### src/assert_macros.svh
// Assertion helpers for the files that carry checks.
`ifndef ASSERT_MACROS_SVH
`define ASSERT_MACROS_SVH

// The consequent must hold in the same cycle as the antecedent.
`define ASSERT_IMPLY(label, clk, rst, ante, cons) \
   label: assert property (@(posedge clk) disable iff (rst) (ante) |-> (cons)) \
      else $error("assertion failed: same-cycle implication");

// The consequent must hold in the cycle after the antecedent.
`define ASSERT_NEXT(label, clk, rst, ante, cons) \
   label: assert property (@(posedge clk) disable iff (rst) (ante) |=> (cons)) \
      else $error("assertion failed: next-cycle implication");

`endif

### src/mbi_pkg.sv
package mbi_pkg;

   // Field widths fixed by the register map and the stream format.
   localparam int RowW     = 8;
   localparam int ColW     = 10;
   localparam int LenW     = 16;
   localparam int ProdW    = RowW + ColW;
   localparam int CsrIdxW  = 3;
   localparam int CsrDataW = 16;
   localparam int WordW    = 32;

   // Remainder unit: one dividend bit per cycle.
   localparam int RemW    = 10;
   localparam int RemCntW = 4;

   // Register indexes of the configuration port.
   localparam logic [CsrIdxW-1:0] CsrRowCount    = 3'd0;
   localparam logic [CsrIdxW-1:0] CsrColumnCount = 3'd1;
   localparam logic [CsrIdxW-1:0] CsrBlockLength = 3'd2;
   localparam logic [CsrIdxW-1:0] CsrRowStep     = 3'd3;
   localparam logic [CsrIdxW-1:0] CsrColOffStep  = 3'd4;
   localparam logic [CsrIdxW-1:0] CsrDirection   = 3'd5;
   localparam logic [CsrIdxW-1:0] CsrBypass      = 3'd6;

   // Register values after reset.
   localparam logic [RowW-1:0] RowCountReset    = 8'd40;
   localparam logic [ColW-1:0] ColumnCountReset = 10'd576;
   localparam logic [LenW-1:0] BlockLengthReset = 16'd23040;
   localparam logic [RowW-1:0] RowStepReset     = 8'd9;
   localparam logic [ColW-1:0] ColOffStepReset  = 10'd17;

   typedef enum logic [1:0] {
      StatusOk         = 2'd0,
      StatusBadConfig  = 2'd1,
      StatusOutOfPhase = 2'd2
   } status_type;

   typedef enum logic {
      CmdLoad  = 1'b0,
      CmdFetch = 1'b1
   } command_type;

   // Commands from the controller to the datapath.
   typedef struct packed {
      logic       prep_start;
      logic       capture;
      logic       calc;
      logic       fetch_phase;
      logic       mem_wr;
      logic       mem_rd;
      logic       idx_step;
      logic       idx_clear;
      logic       out_load;
      logic       out_read;
      logic       out_last;
      status_type out_status;
   } dp_cmd_type;

   // Status from the datapath to the controller.
   typedef struct packed {
      logic cfg_write;
      logic prep_done;
      logic cfg_ok;
      logic idx_last;
   } dp_status_type;

endpackage

### src/mbi_ctrl.sv
// Controller: sequences one item at a time and tracks the load or drain phase.
module mbi_ctrl (
   input  logic                          clock,
   input  logic                          reset,
   input  logic                          req_tvalid,
   output logic                          req_tready,
   input  logic                          req_tuser,
   output logic                          rsp_tvalid,
   input  logic                          rsp_tready,
   input  mbi_pkg::dp_status_type        sts,
   output mbi_pkg::dp_cmd_type           cmd
);

   typedef enum logic [2:0] {
      StPrep,
      StPrepWait,
      StIdle,
      StCalc,
      StMem,
      StFinish
   } state_type;

   state_type           state_ff;
   logic                draining_ff;
   logic                rsp_valid_ff;
   logic                fetch_ff;
   logic                last_ff;
   mbi_pkg::status_type status_ff;
   logic                accept;
   logic                out_free;
   logic                is_fetch;

   assign accept   = (state_ff == StIdle) && req_tvalid;
   assign out_free = !rsp_valid_ff || rsp_tready;
   assign is_fetch = (req_tuser == mbi_pkg::CmdFetch);

   // Commands decoded from the state.
   always_comb begin
      cmd             = '0;
      cmd.prep_start  = (state_ff == StPrep);
      cmd.capture     = accept;
      cmd.calc        = (state_ff == StCalc);
      cmd.fetch_phase = draining_ff;
      cmd.mem_wr      = (state_ff == StMem) && !fetch_ff;
      cmd.mem_rd      = (state_ff == StMem) && fetch_ff;
      cmd.idx_step    = (state_ff == StMem) && !sts.idx_last;
      cmd.idx_clear   = (state_ff == StMem) && sts.idx_last;
      cmd.out_load    = (state_ff == StFinish) && out_free;
      cmd.out_read    = fetch_ff && (status_ff == mbi_pkg::StatusOk);
      cmd.out_last    = last_ff;
      cmd.out_status  = status_ff;
   end

   // State, phase and result valid.
   always_ff @(posedge clock) begin
      if (reset) begin
         state_ff     <= StPrep;
         draining_ff  <= 1'b0;
         rsp_valid_ff <= 1'b0;
         fetch_ff     <= 1'b0;
         last_ff      <= 1'b0;
         status_ff    <= mbi_pkg::StatusOk;
      end else begin
         // A new result replaces the one leaving in the same cycle.
         if (!sts.cfg_write && (state_ff == StFinish) && out_free) begin
            rsp_valid_ff <= 1'b1;
         end else if (rsp_valid_ff && rsp_tready) begin
            rsp_valid_ff <= 1'b0;
         end
         if (sts.cfg_write) begin
            state_ff    <= StPrep;
            draining_ff <= 1'b0;
         end else begin
            case (state_ff)
               StPrep: begin
                  state_ff <= StPrepWait;
               end
               StPrepWait: begin
                  if (sts.prep_done) begin
                     state_ff <= StIdle;
                  end
               end
               StIdle: begin
                  if (req_tvalid) begin
                     fetch_ff <= is_fetch;
                     last_ff  <= 1'b0;
                     if (!sts.cfg_ok) begin
                        status_ff <= mbi_pkg::StatusBadConfig;
                        state_ff  <= StFinish;
                     end else if (is_fetch != draining_ff) begin
                        status_ff <= mbi_pkg::StatusOutOfPhase;
                        state_ff  <= StFinish;
                     end else begin
                        status_ff <= mbi_pkg::StatusOk;
                        state_ff  <= StCalc;
                     end
                  end
               end
               StCalc: begin
                  state_ff <= StMem;
               end
               StMem: begin
                  // The load that fills the block starts draining; the fetch
                  // that empties it flags the end and returns to loading.
                  if (sts.idx_last) begin
                     if (fetch_ff) begin
                        last_ff     <= 1'b1;
                        draining_ff <= 1'b0;
                     end else begin
                        draining_ff <= 1'b1;
                     end
                  end
                  state_ff <= StFinish;
               end
               StFinish: begin
                  if (out_free) begin
                     state_ff <= StIdle;
                  end
               end
               default: begin
                  state_ff <= StPrep;
               end
            endcase
         end
      end
   end

   assign req_tready = (state_ff == StIdle);
   assign rsp_tvalid = rsp_valid_ff;

endmodule

### config.mk
export PLATFORM = sky130hd
export DESIGN_NAME = mbi_ctrl
export DESIGN_NICKNAME = d
export VERILOG_FILES = /design/src/assert_macros.svh /design/src/mbi_pkg.sv /design/src/mbi_ctrl.sv
export SDC_FILE = /design/constraint.sdc
export NUM_CORES = 1
export LEC_CHECK = 0
export ABC_AREA = 1
export BUFFER_PORTS_ARGS = -buffer_cell sky130_fd_sc_hd__buf_2
export CAP_MARGIN = 20
export CORE_MARGIN = 4
export CORE_UTILIZATION = 25
export CTS_BUF_LIST = sky130_fd_sc_hd__clkbuf_2 sky130_fd_sc_hd__clkbuf_4 sky130_fd_sc_hd__clkbuf_8
export DETAILED_ROUTE_END_ITERATION = 16
export PLACE_DENSITY = 0.57
export SLEW_MARGIN = 20
export SYNTH_ARGS = -nofsm -noshare
export SYNTH_HDL_FRONTEND = slang
export SYNTH_SLANG_ARGS = --single-unit
### constraint.sdc
create_clock -name clock -period 2.15 [get_ports clock]
set_clock_uncertainty 0.05 [all_clocks]
set_input_delay 0.43 -clock clock [delete_from_list [all_inputs] [get_ports clock]]
set_output_delay 0.43 -clock clock [all_outputs]
set_load 0.01 [all_outputs]
==> metrics.txt, run 1 <==
gpl congestion=0.882; register-to-register setup slack=0.94 ns; wire per inst=9.58 um; final core utilization=33.6%; Tcrit/Tclk final=84.0%; vias in the first global route=591; DRT Wirelength=1.39 mm; H-tree Lvls=1; max_slew headroom=81.5%; PwrDens=511 mW/mm^2; number of I/O pins=24; via count=604; Worst Reg-to-Reg Cells=6; crit-path max FO=5; Crit. End Element=output pin; run status=finished clean; DRC=0; fraction of the mapped netlist area in adder cells=0%; clock root buffer=clkbuf_4; RSZ-0062 raised after global routing=false; fin nets=127; Starting Density=26.5%; warnings from Yosys=0; Clock Path Buffers=2; most frequent cells in the layout=23 x buf_2, 19 x nand2_1, 18 x inv_1; worst-margin pin slew=0.278 ns; Clk pwr share=39.0%; clock-pin slew on the worst setup and hold paths=0.07 ns; number of synthesized register bits=9; DP Cell Count=141; largest family of logic cells by synthesized area=simple AND/OR/NAND/NOR gates; largest net degree at the start of global routing=8; Post-Synth XOR/XNOR Area=0%; die width=56.4 um; internal power=276 uW; Highest Clock Rate=554 MHz; Routed Antenna Nets=0; total global-route track usage=9.38%; switching share of power=27.5%; total die area=0.00318 mm^2; Final HPWL DP=1.16 mm; compound-gate portion of the synthesized area=12.4%; clk_lat worst skew=0.26 ns; hold crit path type=in -> reg; syn avg cell area=6.30 um^2; post-CTS sizing=0; critical path class=reg -> out; final setup fails=0; Cell Count, Final, Fillers Out=145; initial antenna violation count=0; Mapped Nets=102; Die H=56.4 um; commonest non-fill, non-tap cell in the layout=buf_2; grt ovf=0; Worst setup endpoint=cmd[4]; Distinct cells, synth=17; via/cell ratio=4.17; sequential-to-total area share from yosys stat=30.8%; Max VDD drop=0.000262 V; Clock Sinks=9; # rows=17; Core Area=0.00221 mm^2; Ant. Diodes=0; Syn-to-layout area delta=26.9%; Startpoint Class=flop; P_leak=0.414 nW; Crit path arrival time=1.32 ns; port buffer count=23; 1st-iter DRT viols=7; Pre-Repair DR Iteration Count=4; Sw Pwr=105 uW; Fin. Hold Viols=0; clock period minus worst slack=1.80 ns; Reg-to-Reg End=status_ff[1]$_SDFFE_PP0P_; CP required=1.67 ns; CTS tree=yes; max_cap viols=0; setup TNS=0 ns; total CTS buffers=3; Reg power frac=46.0%; setup bufs post-CTS=0; synthesized instance count=93; Post-Syn Area=586 um^2; cts hold-fix bufs=0; combinational power share=15.0%; # fillers=266; Slew Viols, Final=0; first-pass GRT wire length=2.39 mm; simple-gate share of the synthesized area=38.2%; post-synthesis mux area share=0%; start point of the critical path=state_ff[0]$_SDFFE_PP0P_; share of cells above drive strength 1=35.9%; worst reg2reg path startpoint=state_ff[1]$_SDFFE_PP0P_
[critical path, cell delays in order, from the launching register on]
cell and delay, ns:
dfxtp_1 0.40, inv_2 0.09, nor2_2 0.13, inv_1 0.05, nor2_1 0.11, inv_1 0.07
nor2_1 0.08, buf_2 0.13
[stage by stage]
stage                     hold slack (ns)  setup slack [ns]  power, mW  instance area [um^2]
after floorplan                     0.388             0.745      0.215                   586
after global placement              0.403             0.661      0.235                   713
after detailed placement            0.412             0.635      0.236                   713
after CTS                           0.301             0.347      0.385                   743
after global routing                0.297             0.152      0.411                   743
final                               0.313             0.345      0.380                   743
[worst min-delay path by stage]
stage                               startpoint                   endpoint  slack [ns]  cells past startpoint
final                                    reset  status_ff[1]$_SDFFE_PP0P_        0.31                      2
after global routing                     reset  status_ff[1]$_SDFFE_PP0P_        0.30                      2
after CTS                                reset  status_ff[1]$_SDFFE_PP0P_        0.30                      2
after detailed placement  last_ff$_SDFFE_PP0P_       last_ff$_SDFFE_PP0P_        0.41                      2
after global placement    last_ff$_SDFFE_PP0P_       last_ff$_SDFFE_PP0P_        0.40                      2
after floorplan           last_ff$_SDFFE_PP0P_       last_ff$_SDFFE_PP0P_        0.39                      2
[area by class of cell]
cell class | instances | area [um^2] | area share (%)
clock buffers | 4 | 30.0 | 4.04
inverters | 23 | 86.3 | 11.6
multi-input cells | 58 | 297 | 39.9
flip-flops and latches | 9 | 180 | 24.2
well taps | 28 | 35.0 | 4.71
repair buffers | 23 | 115 | 15.5
[logic make-up after synthesis]
kind of cell           Yosys count
AND/OR/NAND/NOR                 45
buffers and inverters           26
AO/OA/AOI/OAI                   13
flip-flops                       9
[Yosys cell counts]
master	n	area, um^2
a21oi_1	7	35.0
a21oi_2	2	17.5
buf_4	3	22.5
clkinv_1	1	3.75
dfxtp_1	9	180
inv_1	18	67.6
inv_2	4	15.0
nand2_1	19	71.3
nand2_2	2	12.5
nand3_1	2	10.0
nand4_1	1	6.26
nand4_4	1	21.3
nor2_1	12	45.0
nor2_2	4	25.0
nor2_4	2	22.5
nor3_1	2	10.0
o21ai_1	4	20.0
[per-layer routing]
metal | track usage, % | vias up | wire, um
li1 | - | 323 | -
met1 | 11.4 | 262 | 685
met2 | 15.9 | 19 | 593
met3 | 3.22 | 0 | 109
met4 | 2.03 | 0 | 0
met5 | 0 | - | 0
[power groups by stage]
stage,clock (mW),sequential [mW],combinational (mW)
3_3_place_gp,0,0.179,0.0567
6_report,0.148,0.175,0.0570
4_1_cts,0.152,0.175,0.0574
5_1_grt,0.170,0.176,0.0646
3_5_place_dp,0,0.179,0.0572
2_1_floorplan,0,0.178,0.0362
[state kept, by name (all words and copies together), names as in the netlist]
name and flops:
draining_ff 1, state_ff 3, last_ff 1, status_ff 2
fetch_ff 1, rsp_tvalid 1
No activity file was read; power rests on OpenSTA's default activity.
==> run 2: changes to the inputs <==
==> constraint.sdc (replaced) <==
create_clock -name clock -period 1.7 [get_ports clock]
set_clock_uncertainty 0.05 [all_clocks]
set_input_delay 0.34 -clock clock [delete_from_list [all_inputs] [get_ports clock]]
set_output_delay 0.34 -clock clock [all_outputs]
set_load 0.01 [all_outputs]
==> run 2 against run 1 <==
Against the previous run: total power is 27% higher; hold slack worse by 0.085 ns; largest power group unchanged; clock power rose by 25%; design area grew 2.9%; critical path depth fell by 1; routed wire length up 4.5%; clock-buffer cell count is the same; first-iteration DRC count shrank 29%; highest routed layer unchanged; critical path type unchanged; sequential share of layout area increased by 0.14 points.
==> metrics.txt, run 2 (synthesis gave the netlist of run 1 again) <==
via count=616 (+2.0%); total global-route track usage=9.14% (-0.25 points); clock period minus worst slack=1.62 ns; register-to-register setup slack=0.51 ns (-0.43 ns); vias in the first global route=606 (+2.5%); Crit. End Element=output pin; initial antenna violation count=0 (unchanged); largest net degree at the start of global routing=8 (unchanged); share of cells above drive strength 1=41.0% (+5.1 points); DRT Wirelength=1.45 mm (+4.5%); DRC=0 (unchanged); CTS tree=yes; max_cap viols=0 (unchanged); Clock Path Buffers=2 (unchanged); max incr delay on CP=0.37 ns (-0.03 ns); max reg flops=3 (unchanged); Max VDD drop=0.000286 V (+9.5%); Clock Sinks=9 (unchanged); Fin. Hold Viols=0 (unchanged); Buf/Inv on CP=3 (-1); run status=finished clean; Die H=56.4 um (unchanged); Largest Register=state_ff; fin nets=127 (unchanged); post-place setup slack=0.273 ns (-0.362 ns); 1st-iter DRT viols=5 (-2); commonest non-fill, non-tap cell in the layout=buf_2; Starting Density=26.5% (unchanged); clock root buffer=clkbuf_4; H-tree Lvls=1 (unchanged); Syn-to-layout area delta=30.6%; crit-path max FO=6 (+1); DP Cell Count=141 (unchanged); Setup WS post-layout=0.0822 ns (-0.263 ns); critical path class=reg -> out; Cell Count, Final, Fillers Out=145 (unchanged); Slew Viols, Final=0 (unchanged); total CTS buffers=3 (unchanged); crit-path cells=nor2_2 > nand2_2 > inv_2 > nand2_1 > inv_1 > buf_2; clk_lat worst skew=0.26 ns (about the same); setup bufs post-CTS=0 (unchanged); CP required=1.31 ns (-0.36 ns); via/cell ratio=4.25 (+2.0%); total die area=0.00318 mm^2 (unchanged); first-pass GRT wire length=2.35 mm (-1.8%); max_slew headroom=87.2% (+5.7 points); Startpoint Class=flop; most frequent cells in the layout=23 x buf_2, 18 x nand2_1, 18 x inv_1; Pre-Repair DR Iteration Count=4 (unchanged); final setup fails=0 (unchanged); Tcrit/Tclk final=95.2%; clock-pin slew on the worst setup and hold paths=0.07 ns (about the same); worst-margin pin slew=0.192 ns (-0.0861 ns); PwrDens=632 mW/mm^2 (+24%); # rows=17 (unchanged); Routed Antenna Nets=0 (unchanged); hold crit path type=in -> reg; Core Area=0.00221 mm^2 (unchanged); Design Area, Final=764 um^2 (+2.9%); die width=56.4 um (unchanged); gpl congestion=0.882 (about the same); # fillers=256 (-3.8%); number of I/O pins=24 (unchanged); post-placement cell area=713 um^2 (unchanged); grt ovf=0 (unchanged); Crit-path slowest cell=dfxtp_2; P_leak=0.418 nW (+0.95%); port buffer count=23 (unchanged); Highest Clock Rate=618 MHz; CP delay by family, top=flip-flops; setup TNS=0 ns (unchanged); Pwr Total=483 uW (+27%); Final HPWL DP=1.15 mm (-0.75%); Ant. Diodes=0 (unchanged); Largest regs=state_ff: 3 flops, status_ff: 2 flops; wire per inst=10.0 um (+4.5%); Crit path arrival time=1.23 ns (-0.09 ns)
run 2: cell counts in the layout (fill, tap and decap cells not counted):
Identical to the previous run, type by type.
run 2: stage by stage:
stage | util, % | hold slack, ns
after floorplan | - | 0.352
after global placement | 32.2 | 0.404
after detailed placement | 32.2 | 0.419
final | 34.6 | 0.227
after CTS | 33.7 | 0.214
after global routing | 34.6 | 0.211
run 2: area by class of cell:
cell class	count	area (um^2)	share of cell area, %
sequential	9	186	24.4
tap	28	35.0	4.58
inverter	23	88.8	11.6
clock buffer	4	30.0	3.93
multi-input combinational	58	309	40.4
timing repair buffer	23	115	15.1
run 2: power breakdown:
part	internal [mW]	switching (mW)	total, mW	leakage, nW
logic	0.0282	0.0469	0.0751	0.325
clock network	0.106	0.0784	0.185	0.0184
registers	0.216	0.00766	0.223	0.0745
run 2: final timing paths:
kind,end,from,cells past startpoint
setup reg to reg,status_ff[1]$_SDFFE_PP0P_,state_ff[1]$_SDFFE_PP0P_,6
hold / removal,status_ff[1]$_SDFFE_PP0P_,reset,2
setup / recovery,cmd[5],state_ff[1]$_SDFFE_PP0P_,6
hold reg to reg,last_ff$_SDFFE_PP0P_,last_ff$_SDFFE_PP0P_,2
run 2: per-layer routing:
| metal | vias to the layer above | routed length [um] | global-route usage, % |
|---|---|---|---|
| met1 | 271 | 650 | 11.0 |
| met3 | 0 | 117 | 3.91 |
| li1 | 326 | - | - |
| met5 | - | 0 | 0 |
| met2 | 19 | 683 | 14.2 |
| met4 | 0 | 0 | 3.73 |
run 2: repair_timing:
item	in CTS	in global routing
hold buffers	0	0
gates resized for setup	1	8
endpoints found under the setup margin	1	4
==> run 3: changes to the inputs <==
--- a/config.mk
+++ b/config.mk
@@ -8,6 +8,7 @@
 export ABC_AREA = 1
 export BUFFER_PORTS_ARGS = -buffer_cell sky130_fd_sc_hd__buf_2
 export CAP_MARGIN = 20
+export CORE_ASPECT_RATIO = 1.5
 export CORE_MARGIN = 4
 export CORE_UTILIZATION = 25
 export CTS_BUF_LIST = sky130_fd_sc_hd__clkbuf_2 sky130_fd_sc_hd__clkbuf_4 sky130_fd_sc_hd__clkbuf_8
==> run 3 against run 2 <==
Against the previous run: worst setup slack better by 0.017 ns; via count is the same; clock-buffer cell count did not move; clock power about the same; largest cell class unchanged; combinational power decreased by 1%; routed wire length grew 1.4%; die area up 0.51%; cell count down 3.4%; sequential cell count unchanged; critical path depth unchanged.
==> metrics.txt, run 3 (synthesis gave the netlist of run 1 again) <==
run status=finished clean; share of cells above drive strength 1=41.0% (unchanged); worst-margin pin slew=0.180 ns (-0.0112 ns); combinational power share=15.4% (about the same); clock period minus worst slack=1.60 ns (-0.0173 ns); P_leak=0.418 nW (about the same); first-pass GRT wire length=2.35 mm (-0.26%); die width=47.5 um (-16%); Largest Register=state_ff; CTS tree=yes; most frequent cells in the layout=23 x buf_2, 18 x nand2_1, 18 x inv_1; Ant. Diodes=0 (unchanged); Highest Clock Rate=625 MHz (+1.1%); DRC=0 (unchanged); clk_lat worst skew=0.26 ns (about the same); DRT Wirelength=1.47 mm (+1.4%); Sw Pwr=132 uW (-1.0%); final setup fails=0 (unchanged); Crit path arrival time=1.21 ns (-0.02 ns); Tcrit/Tclk final=94.1% (-1.0 points); gpl congestion=0.874 (-0.85%); via/cell ratio=4.40 (+3.6%); total die area=0.00320 mm^2 (+0.51%); Pre-Repair DR Iteration Count=4 (unchanged); setup bufs post-CTS=0 (unchanged); max reg flops=3 (unchanged); clock-pin slew on the worst setup and hold paths=0.06 ns (about the same); PwrDens=634 mW/mm^2 (+0.31%); Clk pwr share=38.5% (+0.2 points); H-tree Lvls=1 (unchanged); Clock Sinks=9 (unchanged); total CTS buffers=3 (unchanged); hold path endpoint=status_ff[1]$_SDFFE_PP0P_; commonest non-fill, non-tap cell in the layout=buf_2; max_cap viols=0 (unchanged); Crit. End Element=output pin; Reg-to-Reg End=status_ff[1]$_SDFFE_PP0P_; total global-route track usage=10.5% (+1.4 points); grt ovf=0 (unchanged); initial antenna violation count=0 (unchanged); Max VDD drop=0.000297 V (+3.8%); Clock Path Buffers=2 (unchanged); Startpoint Class=flop; Routed Antenna Nets=0 (unchanged); internal power=349 uW (-0.32%); number of I/O pins=24 (unchanged); clock root buffer=clkbuf_4; Hold Startpoint=reset; CP required=1.31 ns (about the same); Worst Reg-to-Reg Cells=6 (unchanged); Fin. Hold Viols=0 (unchanged); Syn-to-layout area delta=29.5%; largest net degree at the start of global routing=8 (unchanged); Pwr Total=481 uW (-0.51%); Reg power frac=46.1% (about the same); Starting Density=26.2% (-0.25 points); WHS Path Cells=2 (unchanged); Largest regs=state_ff: 3 flops, status_ff: 2 flops; Setup WS post-layout=0.0996 ns (+0.0173 ns); max_slew headroom=88.0% (+0.77 points); switching share of power=27.4% (-0.14 points); register-to-register setup slack=0.53 ns (+0.02 ns); crit-path max FO=6 (unchanged); # rows=21 (+4); via count=616 (unchanged); Core Area=0.00223 mm^2 (+0.96%); 1st-iter DRT viols=22 (+17); Die H=67.3 um (+19%); Slew Viols, Final=0 (unchanged); port buffer count=23 (unchanged); wire per inst=10.5 um (+5.0%); hold crit path type=in -> reg; worst reg2reg path startpoint=state_ff[1]$_SDFFE_PP0P_; vias in the first global route=562 (-7.3%); cts hold-fix bufs=0 (unchanged); post-place setup slack=0.270 ns (-0.00248 ns); critical path class=reg -> out; fin nets=127 (unchanged); RSZ-0062 raised after global routing=true; Final HPWL DP=1.21 mm (+5.0%)
-- run 3: changes by cell type in the layout (fill, tap and decap cells not counted) --
cell	change
inv_4	-1
inv_2	+1
dfxtp_2	-1
dfxtp_4	+1
-- run 3: how the worst max path moves through the flow --
stage                             start  cells after the start     end
6_report       state_ff[1]$_SDFFE_PP0P_                      6  cmd[5]
5_1_grt        state_ff[0]$_SDFFE_PP0P_                      7  cmd[4]
4_1_cts        state_ff[1]$_SDFFE_PP0P_                      6  cmd[5]
3_5_place_dp   state_ff[0]$_SDFFE_PP0P_                      7  cmd[4]
3_3_place_gp   state_ff[0]$_SDFFE_PP0P_                      7  cmd[4]
2_1_floorplan  state_ff[0]$_SDFFE_PP0P_                      6  cmd[4]
-- run 3: power by group through the flow --
stage          Combinational [mW]  Clock, mW  Sequential (mW)
2_1_floorplan              0.0458          0            0.225
3_3_place_gp               0.0723          0            0.226
3_5_place_dp               0.0718          0            0.226
4_1_cts                    0.0722      0.191            0.222
5_1_grt                    0.0845      0.205            0.222
6_report                   0.0742      0.185            0.221
-- run 3: layout make-up --
cell class	instances	area (um^2)
sequential	9	189
tap	23	28.8
multi-input combinational	58	309
timing repair buffer	23	115
inverter	23	86.3
clock buffer	4	30.0
fill	257	1480
-- run 3: timing repair --
action                                  CTS  global route
resized for setup                         1             8
hold endpoints to repair                  0             0
endpoints found under the setup margin    1             4
-- run 3: critical path, cell delays in order (launching register included) --
cell	delay (ns)
dfxtp_4	0.37
nor2_2	0.14
nand2_2	0.10
inv_2	0.07
nand2_1	0.09
inv_1	0.06
buf_2	0.12
-- run 3: stage by stage --
step	std cells	utilization [%]	TNS (ns)	hold WS [ns]	cell area, um^2
global placement	136	31.7	0	0.404	707
finish	140	33.9	0	0.213	758
detailed placement	136	31.7	0	0.418	707
global route	140	33.9	-0.0299	0.206	758
CTS	140	33.1	0	0.206	738
floorplan	93	-	0	0.352	586
-- run 3: layer usage --
layer,GRT usage [%],part of all wire [%],wire (um)
met1,11.8,41,600
met2,16.8,51,744
met3,3.20,7.3,108
met4,6.23,1.2,18
met5,0,0,0
